File: config.mk
export PLATFORM = sky130hd
export DESIGN_NAME = sortable_deque_flat
export DESIGN_NICKNAME = d
export VERILOG_FILES = /design/src/rtl/sdq_pkg.sv /design/src/rtl/sdq_req_if.sv /design/src/rtl/sdq_rsp_if.sv /design/src/rtl/sortable_deque.sv /design/src/rtl/sdq_ram.sv /design/src/rtl/sdq_dp.sv /design/src/rtl/sdq_ctrl.sv /design/src/flat_wrapper.sv
export SDC_FILE = /design/constraint.sdc
export NUM_CORES = 1
export LEC_CHECK = 0
export BUFFER_PORTS_ARGS = -buffer_cell sky130_fd_sc_hd__buf_2
export CAP_MARGIN = 0
export CELL_PAD_IN_SITES_DETAIL_PLACEMENT = 0
export CELL_PAD_IN_SITES_GLOBAL_PLACEMENT = 1
export CORE_UTILIZATION = 30
export DETAILED_ROUTE_END_ITERATION = 10
export PLACE_DENSITY_LB_ADDON = 0.1
export SLEW_MARGIN = 20
export SYNTH_ARGS = -nofsm -noshare
export SYNTH_HDL_FRONTEND = slang
export SYNTH_SLANG_ARGS = --single-unit
File: constraint.sdc
create_clock -name clk -period 7.3 [get_ports clk]
set_clock_uncertainty 0.15 [all_clocks]
set_input_delay 0.365 -clock clk [delete_from_list [all_inputs] [get_ports clk]]
set_output_delay 0.365 -clock clk [all_outputs]
set_load 0.02 [all_outputs]
File: src/rtl/sdq_pkg.sv
// Shared types and constants for the sortable deque.
// No dependencies; imported by the interfaces and by the controller, datapath and top level.
package sdq_pkg;

  localparam int ACTION_W = 3;
  localparam int VALUE_W  = 32;
  localparam int COUNT_W  = 6;

  // Request action codes
  typedef enum logic [ACTION_W-1:0] {
    ACT_PUSH_FRONT = 3'd0,
    ACT_PUSH_BACK  = 3'd1,
    ACT_POP_FRONT  = 3'd2,
    ACT_POP_BACK   = 3'd3,
    ACT_SORT       = 3'd4,
    ACT_CLEAR      = 3'd5,
    ACT_DUMP       = 3'd6
  } action_t;

  // Commands from the controller to the datapath
  typedef struct packed {
    logic single;      // apply request action, load one result beat
    logic dump_start;  // clear walk position
    logic dump_rd;     // read element at walk position
    logic dump_emit;   // load read element as a result beat, advance
    logic sort_start;  // clear outer position
    logic sort_rdi;    // read element at outer position
    logic sort_ldi;    // hold it, set inner position to outer + 1
    logic sort_rdj;    // read element at inner position
    logic sort_cmp;    // compare, write back the larger, advance inner
    logic sort_wri;    // write held element at outer position, advance outer
    logic sort_done;   // load the closing result beat
  } cmd_t;

  // Status from the datapath to the controller
  typedef struct packed {
    logic out_free;  // result register can take a beat this cycle
    logic fill_lt2;  // fewer than two elements stored
    logic empty;     // no elements stored
    logic k_end;     // walk / outer position is the last element
    logic i_end;     // outer position is the second last element
    logic j_end;     // inner position is the last element
  } status_t;

endpackage

File: src/rtl/sdq_req_if.sv
// Request channel of the sortable deque: valid/ready plus action and value.
// Depends on sdq_pkg.
interface sdq_req_if;
  import sdq_pkg::*;

  logic                       valid;
  logic                       ready;
  logic [ACTION_W-1:0]        action;
  logic signed [VALUE_W-1:0]  value;

  modport source (output valid, output action, output value, input ready);
  modport sink   (input valid, input action, input value, output ready);
endinterface

File: src/rtl/sdq_rsp_if.sv
// Result channel of the sortable deque: valid/ready plus the result fields.
// Depends on sdq_pkg.
interface sdq_rsp_if;
  import sdq_pkg::*;

  logic                       valid;
  logic                       ready;
  logic signed [VALUE_W-1:0]  element;
  logic [COUNT_W-1:0]         count;
  logic                       is_empty;
  logic                       error;
  logic                       last;

  modport source (output valid, output element, output count, output is_empty,
                  output error, output last, input ready);
  modport sink   (input valid, input element, input count, input is_empty,
                  input error, input last, output ready);
endinterface

File: src/rtl/sortable_deque.sv
// Top level of the sortable deque: controller plus datapath.
// Depends on sdq_pkg, sdq_req_if, sdq_rsp_if, sdq_ctrl, sdq_dp, sdq_ram.
//
//   channel  dir  handshake    beat contents
//   req      in   valid/ready  action, value
//   rsp      out  valid/ready  element, count, is_empty, error, last
//
// Push, pop, clear, a sort of fewer than two elements and an empty dump load
// their single result beat on acceptance; a new request is taken every cycle
// while rsp is taken. A dump of n elements runs the accepting cycle, then one
// store read and one beat per element, each beat waiting while rsp is stalled.
// After the accepting cycle, a sort of n elements is paced by the single store
// read port: each outer pass reads and holds its element, reads and compares
// each later one, then writes the held element back; a closing beat ends it.
// rst is synchronous; the store holds no reset value. A stalled rsp holds
// its beat and closes req until the beat is taken.
module sortable_deque #(
  parameter int DEPTH = 32
) (
  input  logic      clk,
  input  logic      rst,
  sdq_req_if.sink   req,
  sdq_rsp_if.source rsp
);
  import sdq_pkg::*;

  cmd_t    cmd;
  status_t status;

  sdq_ctrl u_ctrl (
    .clk        (clk),
    .rst        (rst),
    .req_valid  (req.valid),
    .req_action (req.action),
    .req_ready  (req.ready),
    .cmd        (cmd),
    .status     (status)
  );

  sdq_dp #(
    .DEPTH (DEPTH)
  ) u_dp (
    .clk        (clk),
    .rst        (rst),
    .cmd        (cmd),
    .status     (status),
    .req_action (req.action),
    .req_value  (req.value),
    .rsp        (rsp)
  );

endmodule

File: src/rtl/sdq_ram.sv
// Generic single-write, single-read RAM with registered read data.
// No dependencies.
module sdq_ram #(
  parameter int WIDTH = 32,
  parameter int DEPTH = 32
) (
  input  logic                     clk,
  input  logic                     we,
  input  logic [$clog2(DEPTH)-1:0] waddr,
  input  logic [WIDTH-1:0]         wdata,
  input  logic                     re,
  input  logic [$clog2(DEPTH)-1:0] raddr,
  output logic [WIDTH-1:0]         rdata
);

  logic [WIDTH-1:0] mem [DEPTH];

  // Write port
  always_ff @(posedge clk) begin
    if (we) begin
      mem[waddr] <= wdata;
    end
  end

  // Read port, data held while no read is issued
  always_ff @(posedge clk) begin
    if (re) begin
      rdata <= mem[raddr];
    end
  end

endmodule

File: src/rtl/sdq_dp.sv
// Datapath of the sortable deque: ring pointers, element store, sort and
// dump position counters, and the result register. Depends on sdq_pkg, sdq_ram.
module sdq_dp #(
  parameter int DEPTH = 32
) (
  input  logic                         clk,
  input  logic                         rst,
  input  sdq_pkg::cmd_t                cmd,
  output sdq_pkg::status_t             status,
  input  logic [sdq_pkg::ACTION_W-1:0] req_action,
  input  logic [sdq_pkg::VALUE_W-1:0]  req_value,
  sdq_rsp_if.source                    rsp
);
  import sdq_pkg::*;

  localparam int AW = $clog2(DEPTH);
  localparam int FW = $clog2(DEPTH + 1);

  logic [AW-1:0]      front;
  logic [FW-1:0]      fill;
  logic [FW-1:0]      pos_i;
  logic [FW-1:0]      pos_j;
  logic [VALUE_W-1:0] cur;

  logic [AW-1:0]      front_next;
  logic [FW-1:0]      fill_next;
  logic               err;
  logic               full;
  logic               empty;
  logic [AW-1:0]      front_dec;
  logic [AW-1:0]      front_inc;
  logic               greater;
  logic               out_free;
  action_t            act;

  logic               we;
  logic [AW-1:0]      waddr;
  logic [VALUE_W-1:0] wdata;
  logic               re;
  logic [AW-1:0]      raddr;
  logic [VALUE_W-1:0] rdata;

  // Ring slot of a position counted from the front
  function automatic logic [AW-1:0] slot(input logic [AW-1:0] base,
                                         input logic [FW-1:0] pos);
    logic [AW:0] sum;
    sum = {1'b0, base} + {1'b0, pos[AW-1:0]};
    if (sum >= (AW+1)'(DEPTH)) begin
      sum = sum - (AW+1)'(DEPTH);
    end
    return sum[AW-1:0];
  endfunction

  assign act       = action_t'(req_action);
  assign full      = (fill == FW'(DEPTH));
  assign empty     = (fill == '0);
  assign front_dec = (front == '0) ? AW'(DEPTH - 1) : front - AW'(1);
  assign front_inc = (front == AW'(DEPTH - 1)) ? '0 : front + AW'(1);
  assign greater   = $signed(cur) > $signed(rdata);
  assign out_free  = !rsp.valid || rsp.ready;

  // Single-beat actions and store write port
  always_comb begin
    front_next = front;
    fill_next  = fill;
    err        = 1'b0;
    we         = 1'b0;
    waddr      = slot(front, pos_i);
    wdata      = cur;
    if (cmd.single) begin
      case (act)
        ACT_PUSH_FRONT: begin
          if (full) begin
            err = 1'b1;
          end else begin
            front_next = front_dec;
            fill_next  = fill + FW'(1);
            we         = 1'b1;
            waddr      = front_dec;
            wdata      = req_value;
          end
        end
        ACT_PUSH_BACK: begin
          if (full) begin
            err = 1'b1;
          end else begin
            fill_next = fill + FW'(1);
            we        = 1'b1;
            waddr     = slot(front, fill);
            wdata     = req_value;
          end
        end
        ACT_POP_FRONT: begin
          if (empty) begin
            err = 1'b1;
          end else begin
            front_next = front_inc;
            fill_next  = fill - FW'(1);
          end
        end
        ACT_POP_BACK: begin
          if (empty) begin
            err = 1'b1;
          end else begin
            fill_next = fill - FW'(1);
          end
        end
        ACT_CLEAR: begin
          front_next = '0;
          fill_next  = '0;
        end
        default: begin
        end
      endcase
    end else if (cmd.sort_cmp && greater) begin
      we    = 1'b1;
      waddr = slot(front, pos_j);
    end else if (cmd.sort_wri) begin
      we    = 1'b1;
    end
  end

  // Store read port
  assign re    = cmd.dump_rd || cmd.sort_rdi || cmd.sort_rdj;
  assign raddr = cmd.sort_rdj ? slot(front, pos_j) : slot(front, pos_i);

  sdq_ram #(
    .WIDTH (VALUE_W),
    .DEPTH (DEPTH)
  ) u_store (
    .clk   (clk),
    .we    (we),
    .waddr (waddr),
    .wdata (wdata),
    .re    (re),
    .raddr (raddr),
    .rdata (rdata)
  );

  // Ring pointers
  always_ff @(posedge clk) begin
    if (rst) begin
      front <= '0;
      fill  <= '0;
    end else begin
      front <= front_next;
      fill  <= fill_next;
    end
  end

  // Walk positions and held sort element
  always_ff @(posedge clk) begin
    if (cmd.dump_start || cmd.sort_start) begin
      pos_i <= '0;
    end else if (cmd.dump_emit || cmd.sort_wri) begin
      pos_i <= pos_i + FW'(1);
    end
    if (cmd.sort_ldi) begin
      pos_j <= pos_i + FW'(1);
    end else if (cmd.sort_cmp) begin
      pos_j <= pos_j + FW'(1);
    end
    if (cmd.sort_ldi || (cmd.sort_cmp && greater)) begin
      cur <= rdata;
    end
  end

  // Result register
  always_ff @(posedge clk) begin
    if (rst) begin
      rsp.valid <= 1'b0;
    end else if (cmd.single || cmd.dump_emit || cmd.sort_done) begin
      rsp.valid <= 1'b1;
    end else if (rsp.ready) begin
      rsp.valid <= 1'b0;
    end
  end

  always_ff @(posedge clk) begin
    if (cmd.single) begin
      rsp.element  <= '0;
      rsp.count    <= COUNT_W'(fill_next);
      rsp.is_empty <= (fill_next == '0);
      rsp.error    <= err;
      rsp.last     <= 1'b1;
    end else if (cmd.dump_emit) begin
      rsp.element  <= rdata;
      rsp.count    <= COUNT_W'(fill);
      rsp.is_empty <= empty;
      rsp.error    <= 1'b0;
      rsp.last     <= status.k_end;
    end else if (cmd.sort_done) begin
      rsp.element  <= '0;
      rsp.count    <= COUNT_W'(fill);
      rsp.is_empty <= empty;
      rsp.error    <= 1'b0;
      rsp.last     <= 1'b1;
    end
  end

  // Status back to the controller
  assign status.out_free = out_free;
  assign status.fill_lt2 = (fill < FW'(2));
  assign status.empty    = empty;
  assign status.k_end    = ((pos_i + FW'(1)) == fill);
  assign status.i_end    = ((pos_i + FW'(2)) == fill);
  assign status.j_end    = ((pos_j + FW'(1)) == fill);

`ifndef SYNTHESIS
  a_fill_bound: assert property (@(posedge clk) disable iff (rst)
    fill <= FW'(DEPTH))
    else $error("element count beyond store depth");

  a_single_beat: assert property (@(posedge clk) disable iff (rst)
    cmd.single |=> (rsp.valid && rsp.last))
    else $error("single action did not produce a closing beat");

  a_err_last: assert property (@(posedge clk) disable iff (rst)
    (rsp.valid && rsp.error) |-> rsp.last)
    else $error("error flagged on a non-closing beat");

  a_err_hold: assert property (@(posedge clk) disable iff (rst)
    (cmd.single && err) |=> ($stable(fill) && $stable(front)))
    else $error("rejected push or pop changed the queue");
`endif

endmodule

File: src/rtl/sdq_ctrl.sv
// Controller of the sortable deque: request acceptance and the sequencing
// of sort and dump walks. Depends on sdq_pkg.
module sdq_ctrl (
  input  logic                         clk,
  input  logic                         rst,
  input  logic                         req_valid,
  input  logic [sdq_pkg::ACTION_W-1:0] req_action,
  output logic                         req_ready,
  output sdq_pkg::cmd_t                cmd,
  input  sdq_pkg::status_t             status
);
  import sdq_pkg::*;

  typedef enum logic [2:0] {
    S_IDLE,
    S_DUMP_RD,
    S_DUMP_EMIT,
    S_SORT_RDI,
    S_SORT_LDI,
    S_SORT_RDJ,
    S_SORT_CMP,
    S_SORT_WRI
  } state_t;

  state_t  state;
  state_t  state_next;
  logic    accept;
  action_t act;

  // Extra state for the closing sort beat, set at the end of S_SORT_WRI and served in S_IDLE
  logic    sort_finish;
  logic    sort_finish_next;

  assign act       = action_t'(req_action);
  assign req_ready = (state == S_IDLE) && !sort_finish && status.out_free;
  assign accept    = req_valid && req_ready;

  // Next state and commands
  always_comb begin
    state_next       = state;
    sort_finish_next = sort_finish;
    cmd              = '0;
    case (state)
      S_IDLE: begin
        if (sort_finish) begin
          if (status.out_free) begin
            cmd.sort_done    = 1'b1;
            sort_finish_next = 1'b0;
          end
        end else if (accept) begin
          case (act)
            ACT_SORT: begin
              if (status.fill_lt2) begin
                cmd.single = 1'b1;
              end else begin
                cmd.sort_start = 1'b1;
                state_next     = S_SORT_RDI;
              end
            end
            ACT_DUMP: begin
              if (status.empty) begin
                cmd.single = 1'b1;
              end else begin
                cmd.dump_start = 1'b1;
                state_next     = S_DUMP_RD;
              end
            end
            default: begin
              cmd.single = 1'b1;
            end
          endcase
        end
      end
      S_DUMP_RD: begin
        cmd.dump_rd = 1'b1;
        state_next  = S_DUMP_EMIT;
      end
      S_DUMP_EMIT: begin
        if (status.out_free) begin
          cmd.dump_emit = 1'b1;
          state_next    = status.k_end ? S_IDLE : S_DUMP_RD;
        end
      end
      S_SORT_RDI: begin
        cmd.sort_rdi = 1'b1;
        state_next   = S_SORT_LDI;
      end
      S_SORT_LDI: begin
        cmd.sort_ldi = 1'b1;
        state_next   = S_SORT_RDJ;
      end
      S_SORT_RDJ: begin
        cmd.sort_rdj = 1'b1;
        state_next   = S_SORT_CMP;
      end
      S_SORT_CMP: begin
        cmd.sort_cmp = 1'b1;
        state_next   = status.j_end ? S_SORT_WRI : S_SORT_RDJ;
      end
      S_SORT_WRI: begin
        cmd.sort_wri = 1'b1;
        if (status.i_end) begin
          state_next       = S_IDLE;
          sort_finish_next = 1'b1;
        end else begin
          state_next = S_SORT_RDI;
        end
      end
      default: begin
        state_next = S_IDLE;
      end
    endcase
  end

  // State register
  always_ff @(posedge clk) begin
    if (rst) begin
      state       <= S_IDLE;
      sort_finish <= 1'b0;
    end else begin
      state       <= state_next;
      sort_finish <= sort_finish_next;
    end
  end

`ifndef SYNTHESIS
  a_accept_idle: assert property (@(posedge clk) disable iff (rst)
    accept |-> (state == S_IDLE))
    else $error("request taken during a walk");

  a_walk_blocks: assert property (@(posedge clk) disable iff (rst)
    (cmd.sort_start || cmd.dump_start) |=> !req_ready)
    else $error("input open while a walk is running");

  a_one_emit: assert property (@(posedge clk) disable iff (rst)
    $onehot0({cmd.single, cmd.dump_emit, cmd.sort_done}))
    else $error("two result loads in one cycle");
`endif

endmodule

File: src/flat_wrapper.sv
// flat-port wrapper written by rule: the top's interface ports become plain ports
module sortable_deque_flat import sdq_pkg::*;
#(
  parameter int DEPTH = 32
)
  (clk, rst, req_valid, req_action, req_value, req_ready, rsp_valid, rsp_element, rsp_count, rsp_is_empty, rsp_error, rsp_last, rsp_ready);
  sdq_req_if req_i ();
  sdq_rsp_if rsp_i ();
  input  logic clk;
  input  logic rst;
  input wire logic [$bits(req_i.valid)-1:0] req_valid;
  input wire logic [$bits(req_i.action)-1:0] req_action;
  input wire logic [$bits(req_i.value)-1:0] req_value;
  output wire logic [$bits(req_i.ready)-1:0] req_ready;
  output wire logic [$bits(rsp_i.valid)-1:0] rsp_valid;
  output wire logic [$bits(rsp_i.element)-1:0] rsp_element;
  output wire logic [$bits(rsp_i.count)-1:0] rsp_count;
  output wire logic [$bits(rsp_i.is_empty)-1:0] rsp_is_empty;
  output wire logic [$bits(rsp_i.error)-1:0] rsp_error;
  output wire logic [$bits(rsp_i.last)-1:0] rsp_last;
  input wire logic [$bits(rsp_i.ready)-1:0] rsp_ready;
  assign req_i.valid = req_valid;
  assign req_i.action = req_action;
  assign req_i.value = req_value;
  assign req_ready = req_i.ready;
  assign rsp_valid = rsp_i.valid;
  assign rsp_element = rsp_i.element;
  assign rsp_count = rsp_i.count;
  assign rsp_is_empty = rsp_i.is_empty;
  assign rsp_error = rsp_i.error;
  assign rsp_last = rsp_i.last;
  assign rsp_i.ready = rsp_ready;
  sortable_deque #(.DEPTH(DEPTH)) u_core (.clk(clk), .rst(rst), .req(req_i), .rsp(rsp_i));
endmodule
==> results.sh <==
export IMPL_gp_congestion=0.793
export IMPL_grt_setup_unrepaired="no"
export IMPL_synthesis_area_um2=48000
export IMPL_die_x_um=402
export IMPL_htreeDepth=4
export IMPL_worst_pin_slew_ps=1090
export IMPL_cts_hold_buffers=4
export IMPL_dieArea_um2=162000
export IMPL_vias=29848
export IMPL_syn2layout_area_growth_pct=16.6
export IMPL_ys_seq_area_frac=0.713
export IMPL_synth_edf_count=1102
export IMPL_vdd_ir_drop_worst_uv=313
export IMPL_slew_violations=0
export IMPL_grt_start_max_net_pins=179
export IMPL_synth_top_family_by_area="compound AO/OA/AOI/OAI gates"
export IMPL_num_rows=146
export IMPL_power_density_nw_per_um2=401
export IMPL_grt_usage=0.199
export IMPL_status="complete, no violations"
export IMPL_root_buffer="clkbuf_16"
export IMPL_hold_depth=2
export IMPL_ys_types=70
export IMPL_dp_cells=5473
export IMPL_synthXorXnorAreaFrac=0.00894
export IMPL_cts_buffer_depth=3
export IMPL_antenna_found_initial=4
export IMPL_synthAdderAreaFrac=0.0148
export IMPL_finalCriticalPeriod_ps=5180
export IMPL_vias_per_cell=5.21
export IMPL_hpwl_um=98600
export IMPL_cts_tree="built"
export IMPL_die_y_um=402
export IMPL_relSlewSlack=0.273
export IMPL_synthSimpleGateAreaFrac=0.0948
export IMPL_synthFlopType="edfxtp_1"
export IMPL_end_kind="flip-flop"
export IMPL_grt_pass1_wl_um=231000
export IMPL_p_leak_nw=18.3
export IMPL_gr_total_overflow=0
export IMPL_rrSetupSlack_ps=2120
export IMPL_synth_compound_area_frac=0.134
export IMPL_numCtsBuffers=140
export IMPL_synth_async_sr_flop_share=0
export IMPL_setup_violations=0
export IMPL_worst_ep_arrival_time_ps=5490
export IMPL_fin_crit_sh=0.710
export IMPL_core_um2=159000
export IMPL_final_nets=3642
export IMPL_drv_cap=0
export IMPL_drt_iter0_drc=2238
export IMPL_wl_per_cell_um=28.2
export IMPL_finalCoreUtilization=0.353
export IMPL_routed_wl_um=162000
export IMPL_drtAntennaViolNets=0
export IMPL_post_cts_resized=0
export IMPL_firstDrtPassIters=5
export IMPL_startpoint_type="flip-flop"
export IMPL_avgSynthCellArea_um2=13.8
export IMPL_ys_ff_latch=1157
export IMPL_path_max_fanout=24
export IMPL_io_pins=82
export IMPL_synth_nets=3559
export IMPL_clk_insertion_delay_late_ps=770
export IMPL_cp_required_ps=7610
export IMPL_syn_inst=3465
export IMPL_drive_above_1_share=0.127
export IMPL_min_delay_path_class="primary input to flip-flop"
export IMPL_place_ws_ps=2100
export IMPL_path_clk_slew_ps=60
export IMPL_fillers=15323
export IMPL_r2r_cells=12
export IMPL_synth_mux_area_frac=0.0103
export IMPL_cts_setup_buffers=0
export IMPL_crit_type="flip-flop to flip-flop"
export IMPL_fin_cells=5733
export IMPL_yosys_warnings=0
export IMPL_drc=0
export IMPL_numPortBuffers=81
export IMPL_max_freq_mhz=193
export IMPL_p_total_w=0.0224
export IMPL_grt_pass1_vias=29821
export IMPL_hold_viol=0
export IMPL_initial_core_util=0.303
export IMPL_setup_slack_ps=2120
export IMPL_clock_sinks=1157
export IMPL_setup_tns_ps=0
cell type report:
class	instances	area [um^2]	area share
timing repair buffer	188	1710	0.0305
clock inverter	63	483	0.00863
antenna	4	10.0	0.000179
inverter	46	173	0.00309
clock buffer	188	3800	0.0679
sequential	1157	34200	0.611
tap	2072	2590	0.0463
multi-input combinational	2015	13000	0.232
cell usage after synthesis, types with 7 or more instances:
master	number	area (um^2)
edfxtp_1	1102	33100
nand2_1	545	2050
a211oi_1	358	2690
and2_1	218	1360
clkbuf_1	174	653
a21oi_1	136	681
a31oi_1	133	832
a311oi_1	128	1120
nor2_1	79	297
dfxtp_1	55	1100
ha_1	52	651
inv_1	45	169
and2_0	43	269
a21o_1	41	308
buf_2	40	200
a22o_1	32	280
mux2_2	32	360
buf_1	27	101
xor2_1	25	219
xnor2_1	24	210
o21ai_0	23	115
nand3_1	17	85.1
nor3_1	16	80.1
mux2i_1	9	90.1
nor2b_1	9	56.3
nand4_1	7	43.8
flip-flops by register name, indices dropped and copies added, names as in the netlist, 3 cells and up:
signal,flops
u_core.u_dp.u_store.rdata,32
u_core.u_dp.rsp.element,32
u_core.u_dp.cur,32
u_core.u_ctrl.state,3
u_core.u_dp.fill,6
u_core.u_dp.front,5
u_core.u_dp.pos_j,6
u_core.u_dp.u_store.mem,1024
u_core.u_dp.pos_i,6
u_core.u_dp.rsp.count,6
critical path, stage by stage, from the launching register on:
cell and delay, ps:
edfxtp_1 420, inv_1 90, ha_1 240, a21o_1 170, a221o_1 320, a221oi_1 410
o2111ai_1 180, o21ai_2 310, or2_1 450, a221o_1 270, nand2_1 480, nor2_4 1010
buf_4 330
metrics by stage:
stage                     hold slack, ps  instance area, um^2
after floorplan                      287                48000
after CTS                           59.1                55900
after detailed placement             315                51600
final                               77.6                55900
after global routing                56.8                55900
after global placement               310                51100
logic make-up after synthesis:
| group | after synthesis |
|---|---|
| flops | 1157 |
| simple gates | 974 |
| compound gates | 893 |
| buf+inv | 293 |
| fa+ha+maj | 55 |
| xor+xnor | 49 |
| mux | 44 |
power by group:
group | switching [W] | internal, W | total, W | leakage [nW]
clock | 0.00281 | 0.00377 | 0.00658 | 2.10
sequential | 0.000198 | 0.00770 | 0.00790 | 10.4
combinational | 0.00580 | 0.00217 | 0.00797 | 5.83
cells in the final DEF (no fill, tap or decap), types with 24 or more instances in the layout:
cell type  count
edfxtp_1    1102
nand2_1      545
a211oi_1     356
and2_1       217
clkbuf_16    143
a21oi_1      135
a31oi_1      133
a311oi_1     128
buf_2         81
buf_4         69
dfxtp_1       55
ha_1          52
inv_1         45
nor2_1        45
and2_0        43
a21o_1        41
clkbuf_1      40
nor2_4        34
a22o_1        32
mux2_2        31
clkinv_1      28
xor2_1        25
xnor2_1       24
buf_12        24
layer usage:
metal	vias up	GRT usage	wire, um
li1	13524	-	-
met1	15544	0.275	73900
met2	605	0.328	78400
met3	175	0.0280	6280
met4	0	0.0473	3240
met5	-	0	0
worst paths after layout:
| check | startpoint | to |
|---|---|---|
| setup reg to reg | u_core.u_dp.u_store.rdata[17]$_DFFE_PP_ | u_core.u_dp.u_store.mem[0][27]$_DFFE_PP_ |
| hold / removal | req_value[2] | u_core.u_dp.u_store.mem[9][2]$_DFFE_PP_ |
| hold reg to reg | u_core.u_dp.u_store.rdata[6]$_DFFE_PP_ | u_core.u_dp.cur[6]$_DFFE_PP_ |
| setup / recovery | u_core.u_dp.u_store.rdata[17]$_DFFE_PP_ | u_core.u_dp.u_store.mem[0][27]$_DFFE_PP_ |
No activity file was read; power rests on OpenSTA's default activity.
